`src/design/deq_pkg.sv`:
```
package deq_pkg;

  // Defaults for the top-level parameters
  localparam int unsigned DEPTH_DEF      = 16;
  localparam int unsigned DATA_WIDTH_DEF = 32;

  // Fixed widths of the transaction fields
  localparam int unsigned WORD_W  = 32;
  localparam int unsigned CMD_W   = 2;
  localparam int unsigned COUNT_W = 5;

  // Operation codes
  typedef enum logic [CMD_W-1:0] {
    CMD_PUSH_R = 2'd0,
    CMD_POP_L  = 2'd1,
    CMD_POP_R  = 2'd2
  } cmd_e;

  // Controller states
  typedef enum logic [1:0] {
    S_IDLE,
    S_EXEC,
    S_PEEK,
    S_DONE
  } state_e;

  // Input transaction
  typedef struct packed {
    logic [CMD_W-1:0]  cmd;
    logic [WORD_W-1:0] push_value;
  } deq_in_t;

  // Result transaction
  typedef struct packed {
    logic [WORD_W-1:0]  popped_value;
    logic               op_error;
    logic               is_empty;
    logic [COUNT_W-1:0] entry_count;
    logic [WORD_W-1:0]  left_value;
    logic [WORD_W-1:0]  right_value;
  } deq_res_t;

  // Commands from controller to datapath
  typedef struct packed {
    logic load;
    logic exec;
    logic peek;
    logic done;
  } deq_ctrl_t;

endpackage

```
`src/design/deq_ctrl.sv`:
```
module deq_ctrl (
  input  logic               clk_i,
  input  logic               rst_ni,
  input  logic               start,
  output logic               busy,
  output deq_pkg::deq_ctrl_t ctrl_o
);
  import deq_pkg::*;

  state_e state_q, state_d;

  // Advance state
  always_ff @(posedge clk_i or negedge rst_ni) begin
    if (!rst_ni) begin
      state_q <= S_IDLE;
    end else begin
      state_q <= state_d;
    end
  end

  // Next state: accept, execute, read both ends, report
  always_comb begin
    state_d = state_q;
    case (state_q)
      S_IDLE: begin
        if (start) state_d = S_EXEC;
      end
      S_EXEC:  state_d = S_PEEK;
      S_PEEK:  state_d = S_DONE;
      S_DONE:  state_d = S_IDLE;
      default: state_d = S_IDLE;
    endcase
  end

  // Outputs
  always_comb begin
    busy        = 1'b1;
    ctrl_o      = '0;
    case (state_q)
      S_IDLE: begin
        busy        = 1'b0;
        ctrl_o.load = start;
      end
      S_EXEC:  ctrl_o.exec = 1'b1;
      S_PEEK:  ctrl_o.peek = 1'b1;
      S_DONE:  ctrl_o.done = 1'b1;
      default: busy = 1'b1;
    endcase
  end

endmodule

```
`src/design/deq_dpath.sv`:
```
module deq_dpath #(
  parameter int unsigned DEPTH      = deq_pkg::DEPTH_DEF,
  parameter int unsigned DATA_WIDTH = deq_pkg::DATA_WIDTH_DEF
) (
  input  logic               clk_i,
  input  logic               rst_ni,
  input  deq_pkg::deq_ctrl_t ctrl_i,
  input  deq_pkg::deq_in_t   item_i,
  output logic               done_o,
  output deq_pkg::deq_res_t  result_o
);
  import deq_pkg::*;

  localparam int unsigned PW = $clog2(DEPTH);
  localparam int unsigned CW = $clog2(DEPTH + 1);
  localparam logic [CW:0] DEPTH_S = (CW + 1)'(DEPTH);
  localparam logic [CW-1:0] DEPTH_C = CW'(DEPTH);

  // Wrapped index of the entry k places right of base
  function automatic logic [PW-1:0] slot(input logic [PW-1:0] base, input logic [CW-1:0] k);
    logic [CW:0] s;
    s = {{(CW + 1 - PW){1'b0}}, base} + {1'b0, k};
    if (s >= DEPTH_S) s = s - DEPTH_S;
    return s[PW-1:0];
  endfunction

  logic [DATA_WIDTH-1:0] mem [DEPTH];

  logic [CMD_W-1:0]      cmd_q;
  logic [DATA_WIDTH-1:0] value_q;
  logic [PW-1:0]         left_q, left_d;
  logic [CW-1:0]         count_q, count_d;
  logic                  err_q, err_d;
  logic                  pop_ok_q, pop_ok_d;
  logic                  wr_en;
  logic [DATA_WIDTH-1:0] rd_a_q, rd_b_q, popped_q;
  logic [PW-1:0]         addr_a, addr_b, addr_wr, addr_left, addr_right;

  assign addr_left  = slot(left_q, '0);
  assign addr_right = slot(left_q, count_q - CW'(1));
  assign addr_wr    = slot(left_q, count_q);

  // Decode the operation against the current fill
  always_comb begin
    err_d    = 1'b0;
    pop_ok_d = 1'b0;
    wr_en    = 1'b0;
    left_d   = left_q;
    count_d  = count_q;
    addr_a   = addr_left;
    case (cmd_q)
      CMD_PUSH_R: begin
        if (count_q == DEPTH_C) begin
          err_d = 1'b1;
        end else begin
          wr_en   = 1'b1;
          count_d = count_q + CW'(1);
        end
      end
      CMD_POP_L: begin
        if (count_q == '0) begin
          err_d = 1'b1;
        end else begin
          pop_ok_d = 1'b1;
          left_d   = slot(left_q, CW'(1));
          count_d  = count_q - CW'(1);
        end
      end
      CMD_POP_R: begin
        addr_a = addr_right;
        if (count_q == '0) begin
          err_d = 1'b1;
        end else begin
          pop_ok_d = 1'b1;
          count_d  = count_q - CW'(1);
        end
      end
      default: err_d = 1'b1;
    endcase
    if (!ctrl_i.exec) addr_a = addr_left;
  end

  assign addr_b = addr_right;

  // Queue state
  always_ff @(posedge clk_i or negedge rst_ni) begin
    if (!rst_ni) begin
      left_q  <= '0;
      count_q <= '0;
    end else if (ctrl_i.exec) begin
      left_q  <= left_d;
      count_q <= count_d;
    end
  end

  // Capture the transaction and the outcome of its operation
  always_ff @(posedge clk_i) begin
    if (ctrl_i.load) begin
      cmd_q   <= item_i.cmd;
      value_q <= DATA_WIDTH'(item_i.push_value);
    end
    if (ctrl_i.exec) begin
      err_q    <= err_d;
      pop_ok_q <= pop_ok_d;
    end
    if (ctrl_i.peek) begin
      popped_q <= pop_ok_q ? rd_a_q : '0;
    end
  end

  // Entry store: one write port, two registered read ports
  always_ff @(posedge clk_i) begin
    if (ctrl_i.exec && wr_en) begin
      mem[addr_wr] <= value_q;
    end
    rd_a_q <= mem[addr_a];
    rd_b_q <= mem[addr_b];
  end

  // Build the result from the settled state
  always_comb begin
    result_o.popped_value = WORD_W'(popped_q);
    result_o.op_error     = err_q;
    result_o.is_empty     = (count_q == '0);
    result_o.entry_count  = COUNT_W'(count_q);
    result_o.left_value   = (count_q == '0) ? '0 : WORD_W'(rd_a_q);
    result_o.right_value  = (count_q == '0) ? '0 : WORD_W'(rd_b_q);
  end

  assign done_o = ctrl_i.done;

endmodule

```
`src/design/double_ended_queue.sv`:
```
// Double-ended queue of DEPTH words held in a ring buffer.
// Input channel: drive item_i and raise start; the transaction is taken at
// the rising edge where start is high and busy is low. item_i.cmd selects a
// push at the right end, a pop from the left end or a pop from the right end.
// Result channel: done_o is high for exactly one cycle while result_o holds
// the popped word, the error flag, the fill after the operation and the
// leftmost and rightmost words (zero when empty). The receiver cannot stall;
// a result must be taken in the cycle it is shown.
// Every transaction yields exactly one result. A push on a full queue, a pop
// on an empty queue and an unused command code set op_error and change nothing.
// After the accepting edge the block writes or reads the popped word, then
// reads both ends, then presents the result; busy drops again in the cycle
// after the result is shown. These steps are set by the registered reads of
// the entry store; no new transaction is taken until busy has dropped.
// Reset clears the pointers and the fill; the store itself is not cleared.
module double_ended_queue #(
  parameter int unsigned DEPTH      = deq_pkg::DEPTH_DEF,
  parameter int unsigned DATA_WIDTH = deq_pkg::DATA_WIDTH_DEF
) (
  input  logic              clk_i,
  input  logic              rst_ni,
  input  logic              start,
  output logic              busy,
  input  deq_pkg::deq_in_t  item_i,
  output logic              done_o,
  output deq_pkg::deq_res_t result_o
);
  import deq_pkg::*;

  deq_ctrl_t ctrl;

  // Sequence each transaction
  deq_ctrl u_ctrl (
    .clk_i  (clk_i),
    .rst_ni (rst_ni),
    .start  (start),
    .busy   (busy),
    .ctrl_o (ctrl)
  );

  // Store, pointers and result
  deq_dpath #(
    .DEPTH      (DEPTH),
    .DATA_WIDTH (DATA_WIDTH)
  ) u_dpath (
    .clk_i    (clk_i),
    .rst_ni   (rst_ni),
    .ctrl_i   (ctrl),
    .item_i   (item_i),
    .done_o   (done_o),
    .result_o (result_o)
  );

endmodule

```
`config.mk`:
```
export PLATFORM = sky130hd
export DESIGN_NAME = double_ended_queue
export DESIGN_NICKNAME = d
export VERILOG_FILES = /design/src/design/deq_pkg.sv /design/src/design/deq_ctrl.sv /design/src/design/deq_dpath.sv /design/src/design/double_ended_queue.sv
export SDC_FILE = /design/constraint.sdc
export NUM_CORES = 1
export LEC_CHECK = 0
export BUFFER_PORTS_ARGS = -buffer_cell sky130_fd_sc_hd__buf_2
export CAP_MARGIN = 20
export CORE_MARGIN = 2
export CORE_UTILIZATION = 40
export DETAILED_ROUTE_END_ITERATION = 10
export PLACE_DENSITY = 0.65
export SLEW_MARGIN = 20
export SYNTH_ARGS = -nofsm -noshare
export SYNTH_HDL_FRONTEND = slang
export SYNTH_SLANG_ARGS = --single-unit
```
`constraint.sdc`:
```
create_clock -name clk_i -period 3.1 [get_ports clk_i]
set_input_delay 0.155 -clock clk_i [delete_from_list [all_inputs] [get_ports clk_i]]
set_output_delay 0.155 -clock clk_i [all_outputs]
set_load 0.01 [all_outputs]
```
==> flow_metrics.py <==
metrics = {
    "setup_path": {
        "rr_endpoint": "u_dpath.rd_b_q[15]$_DFF_P_",
        "r2r_start": "u_dpath.count_q[0]$_DFFE_PN0P_",
        "r2r_slack_ns": 0.11,
        "cp_slowest_cell": "fa_4",
        "worstSetupPathType": "reg -> reg",
        "path_max_fanout": 23,
        "crit_start": "u_dpath.count_q[0]$_DFFE_PN0P_",
        "ff2ff_path_depth": 8,
        "cp-start-kind": "flip-flop",
        "crit_required_ns": 3.59,
        "max_stage_delay_ns": 0.88,
        "end_kind": "flip-flop",
        "crit_top_cell": "mux4_2",
        "cp.arrival_ns": 3.48,
        "path_cells": "inv_2, ha_4, inv_1, fa_4, buf_12, buf_4, mux4_2, mux4_2",
    },
    "global_route": {
        "grt_max_degree": 57,
        "track_usage": 0.202,
        "antenna_found_initial": 0,
        "grt_pass1_vias": 16900,
        "grt_overflow": 0,
        "grt_pass1_wl_um": 110000,
    },
    "synth": {
        "syn_inst": 1620,
        "synth_seq_cells": 655,
        "yosysWarnings": 0,
        "synth_edf_count": 580,
        "postSynth.asyncResetShare": 0.0168,
        "synth_ff_type": "edfxtp_1",
        "ys_seq_area_frac": 0.659,
        "netlist_area_um2": 28800,
        "syn_avg_cell_area_um2": 17.8,
        "syn-num-nets": 1678,
        "ys_types": 40,
    },
    "hold_path": {
        "worstHoldEndpoint": "u_dpath.value_q[25]$_DFFE_PP_",
        "worstHoldPathType": "in -> reg",
        "min_path_cells": 2,
        "hold_start": "item_i[25]",
    },
    "clock_tree": {
        "cts_htree_levels": 3,
        "clk_pin_slew_ns": 0.06,
        "clockBufferDepth": 3,
        "cts_buffers": 70,
        "cts_root_buffer": "clkbuf_16",
        "insertion_delay_ns": 0.63,
        "cts.sinks": 655,
        "tritoncts": "done",
    },
    "place": {
        "dp.final_hpwl_um": 43400,
        "place.gp.congestion": 0.807,
        "pre_cts_slack_ns": -0.0804,
        "dpl_cell_area_um2": 31600,
        "place_inst": 2699,
        "portBuffers": 141,
    },
    "status": {
        "status": "complete, no violations",
    },
    "pwr": {
        "peakVddDrop_mv": 1.54,
        "powerDensity_nw_per_um2": 1250,
        "power_leakage_nw": 12.2,
    },
    "floorplanning": {
        "io_pins": 142,
        "rows": 98,
        "core_area_um2": 71400,
        "die_h_um": 272,
        "die_area_um2": 74100,
        "die_x_um": 272,
        "initial_core_util": 0.403,
    },
    "timing": {
        "setup_viol": 0,
        "final.min_clock_period_ns": 2.99,
        "hold_viol": 0,
        "worst_pin_slew_ns": 0.876,
        "finalWorstSetupSlack_ns": 0.111,
        "hold_ws_ns": 0.241,
        "fin_skew_ns": 0.0287,
        "max_slew_margin": 0.416,
        "slew_violations": 0,
        "period_share": 0.964,
        "finalSetupTns_ns": 0,
        "fmax_mhz": 335,
    },
    "route": {
        "wl_per_cell_um": 26.1,
        "drt_iter0_drc": 1620,
        "ant_nets": 0,
        "drc": 0,
        "drt-total-wl_um": 75100,
        "viasPerCell": 5.69,
        "drt_first_pass_iters": 7,
        "num_vias": 16400,
    },
    "layout": {
        "antennaDiodeCount": 0,
        "final_common_cell": "edfxtp_1",
        "final_cell_mix": "edfxtp_1, mux2i_1, mux4_2",
        "layout-drive-gt1-share": 0.286,
        "fin_nets": 1929,
        "instances_no_fill": 2877,
        "design_area_um2": 34500,
        "area_growth_pct": 19.9,
    },
    "flow_run": {
        "drv_cap": 0,
    },
}
## per-stage QoR
| step | util | power (W) |
|---|---|---|
| floorplan | - | 0.0270 |
| global route | 0.484 | 0.0452 |
| CTS | 0.482 | 0.0429 |
| global placement | 0.442 | 0.0338 |
| detailed placement | 0.442 | 0.0341 |
| finish | 0.484 | 0.0432 |
## repair_timing
action | in CTS | in global routing
setup buffers | 0 | 13
endpoints found under the hold margin | 47 | 0
hold buffers | 37 | 0
gates resized for setup | 2 | 6
pin swaps | 0 | 1
endpoints found under the setup margin | 1 | 46
## sequential cells by signal, summed over array words and instances (netlist names)
signal / cells
u_dpath.rd_b_q: 32
u_dpath.left_q: 4
u_ctrl.state_q: 2
u_dpath.count_q: 5
u_dpath.err_q: 1
u_dpath.cmd_q: 2
u_dpath.value_q: 32
u_dpath.pop_ok_q: 1
u_dpath.mem: 512
u_dpath.rd_a_q: 32
u_dpath.popped_q: 32
## critical path, delay by kind of cell (launching register included)
family | cells | cell delay, ns
adder cells (fa/ha/maj) | 2 | 1.03
multiplexers | 2 | 0.77
buffers and inverters | 4 | 0.65
flip-flops | 1 | 0.39
## cell type report
type | instances | area (µm²)
fill | 5991 | 36800
tap | 950 | 1190
multi-input combinational | 849 | 9440
sequential | 655 | 19000
inverter | 12 | 45.0
clock inverter | 32 | 458
clock buffer | 96 | 1950
timing repair buffer | 283 | 2480
## report_power, final
part | switching (W) | internal, W | total [W]
logic | 0.0111 | 0.0114 | 0.0226
registers | 0.000778 | 0.0112 | 0.0119
clock network | 0.00346 | 0.00521 | 0.00867
total | 0.0154 | 0.0278 | 0.0432
## kinds of logic (layout without fill, tap and decap cells)
logic type      after synthesis  in the layout  synth area share
mux                         455            455             0.228
simple gates                213            213            0.0383
xor+xnor                     19             19           0.00782
fa+ha+maj                    21             21           0.00965
flops                       655            655             0.659
buf+inv                     116            423            0.0209
compound gates              141            141            0.0361
## cell usage after synthesis (20+ instances only)
cell	number	share of area
dfxtp_1	64	0.045
mux2i_1	291	0.10
clkbuf_1	49	0.0064
a22oi_1	128	0.033
edfxtp_1	580	0.60
buf_4	25	0.0065
nand2_1	74	0.0096
and2_1	35	0.0076
buf_2	20	0.0035
mux4_2	158	0.12
nor2_1	24	0.0031
nor2b_1	66	0.014
## how the worst max path moves through the flow
stage / to
6_report: u_dpath.rd_b_q[15]$_DFF_P_
5_1_grt: u_dpath.rd_a_q[19]$_DFF_P_
4_1_cts: u_dpath.rd_b_q[15]$_DFF_P_
3_5_place_dp: u_dpath.rd_a_q[16]$_DFF_P_
3_3_place_gp: u_dpath.rd_a_q[16]$_DFF_P_
2_1_floorplan: u_dpath.mem[10][0]$_DFFE_PP_
## per-layer routing
| layer | up-vias | wire length [µm] | global-route usage |
|---|---|---|---|
| li1 | 7008 | - | - |
| met1 | 8493 | 31100 | 0.273 |
| met2 | 701 | 36800 | 0.336 |
| met3 | 158 | 4930 | 0.0315 |
| met4 | 0 | 2290 | 0.0672 |
| met5 | - | 0 | 0 |
(Power assumes the default switching activity.)
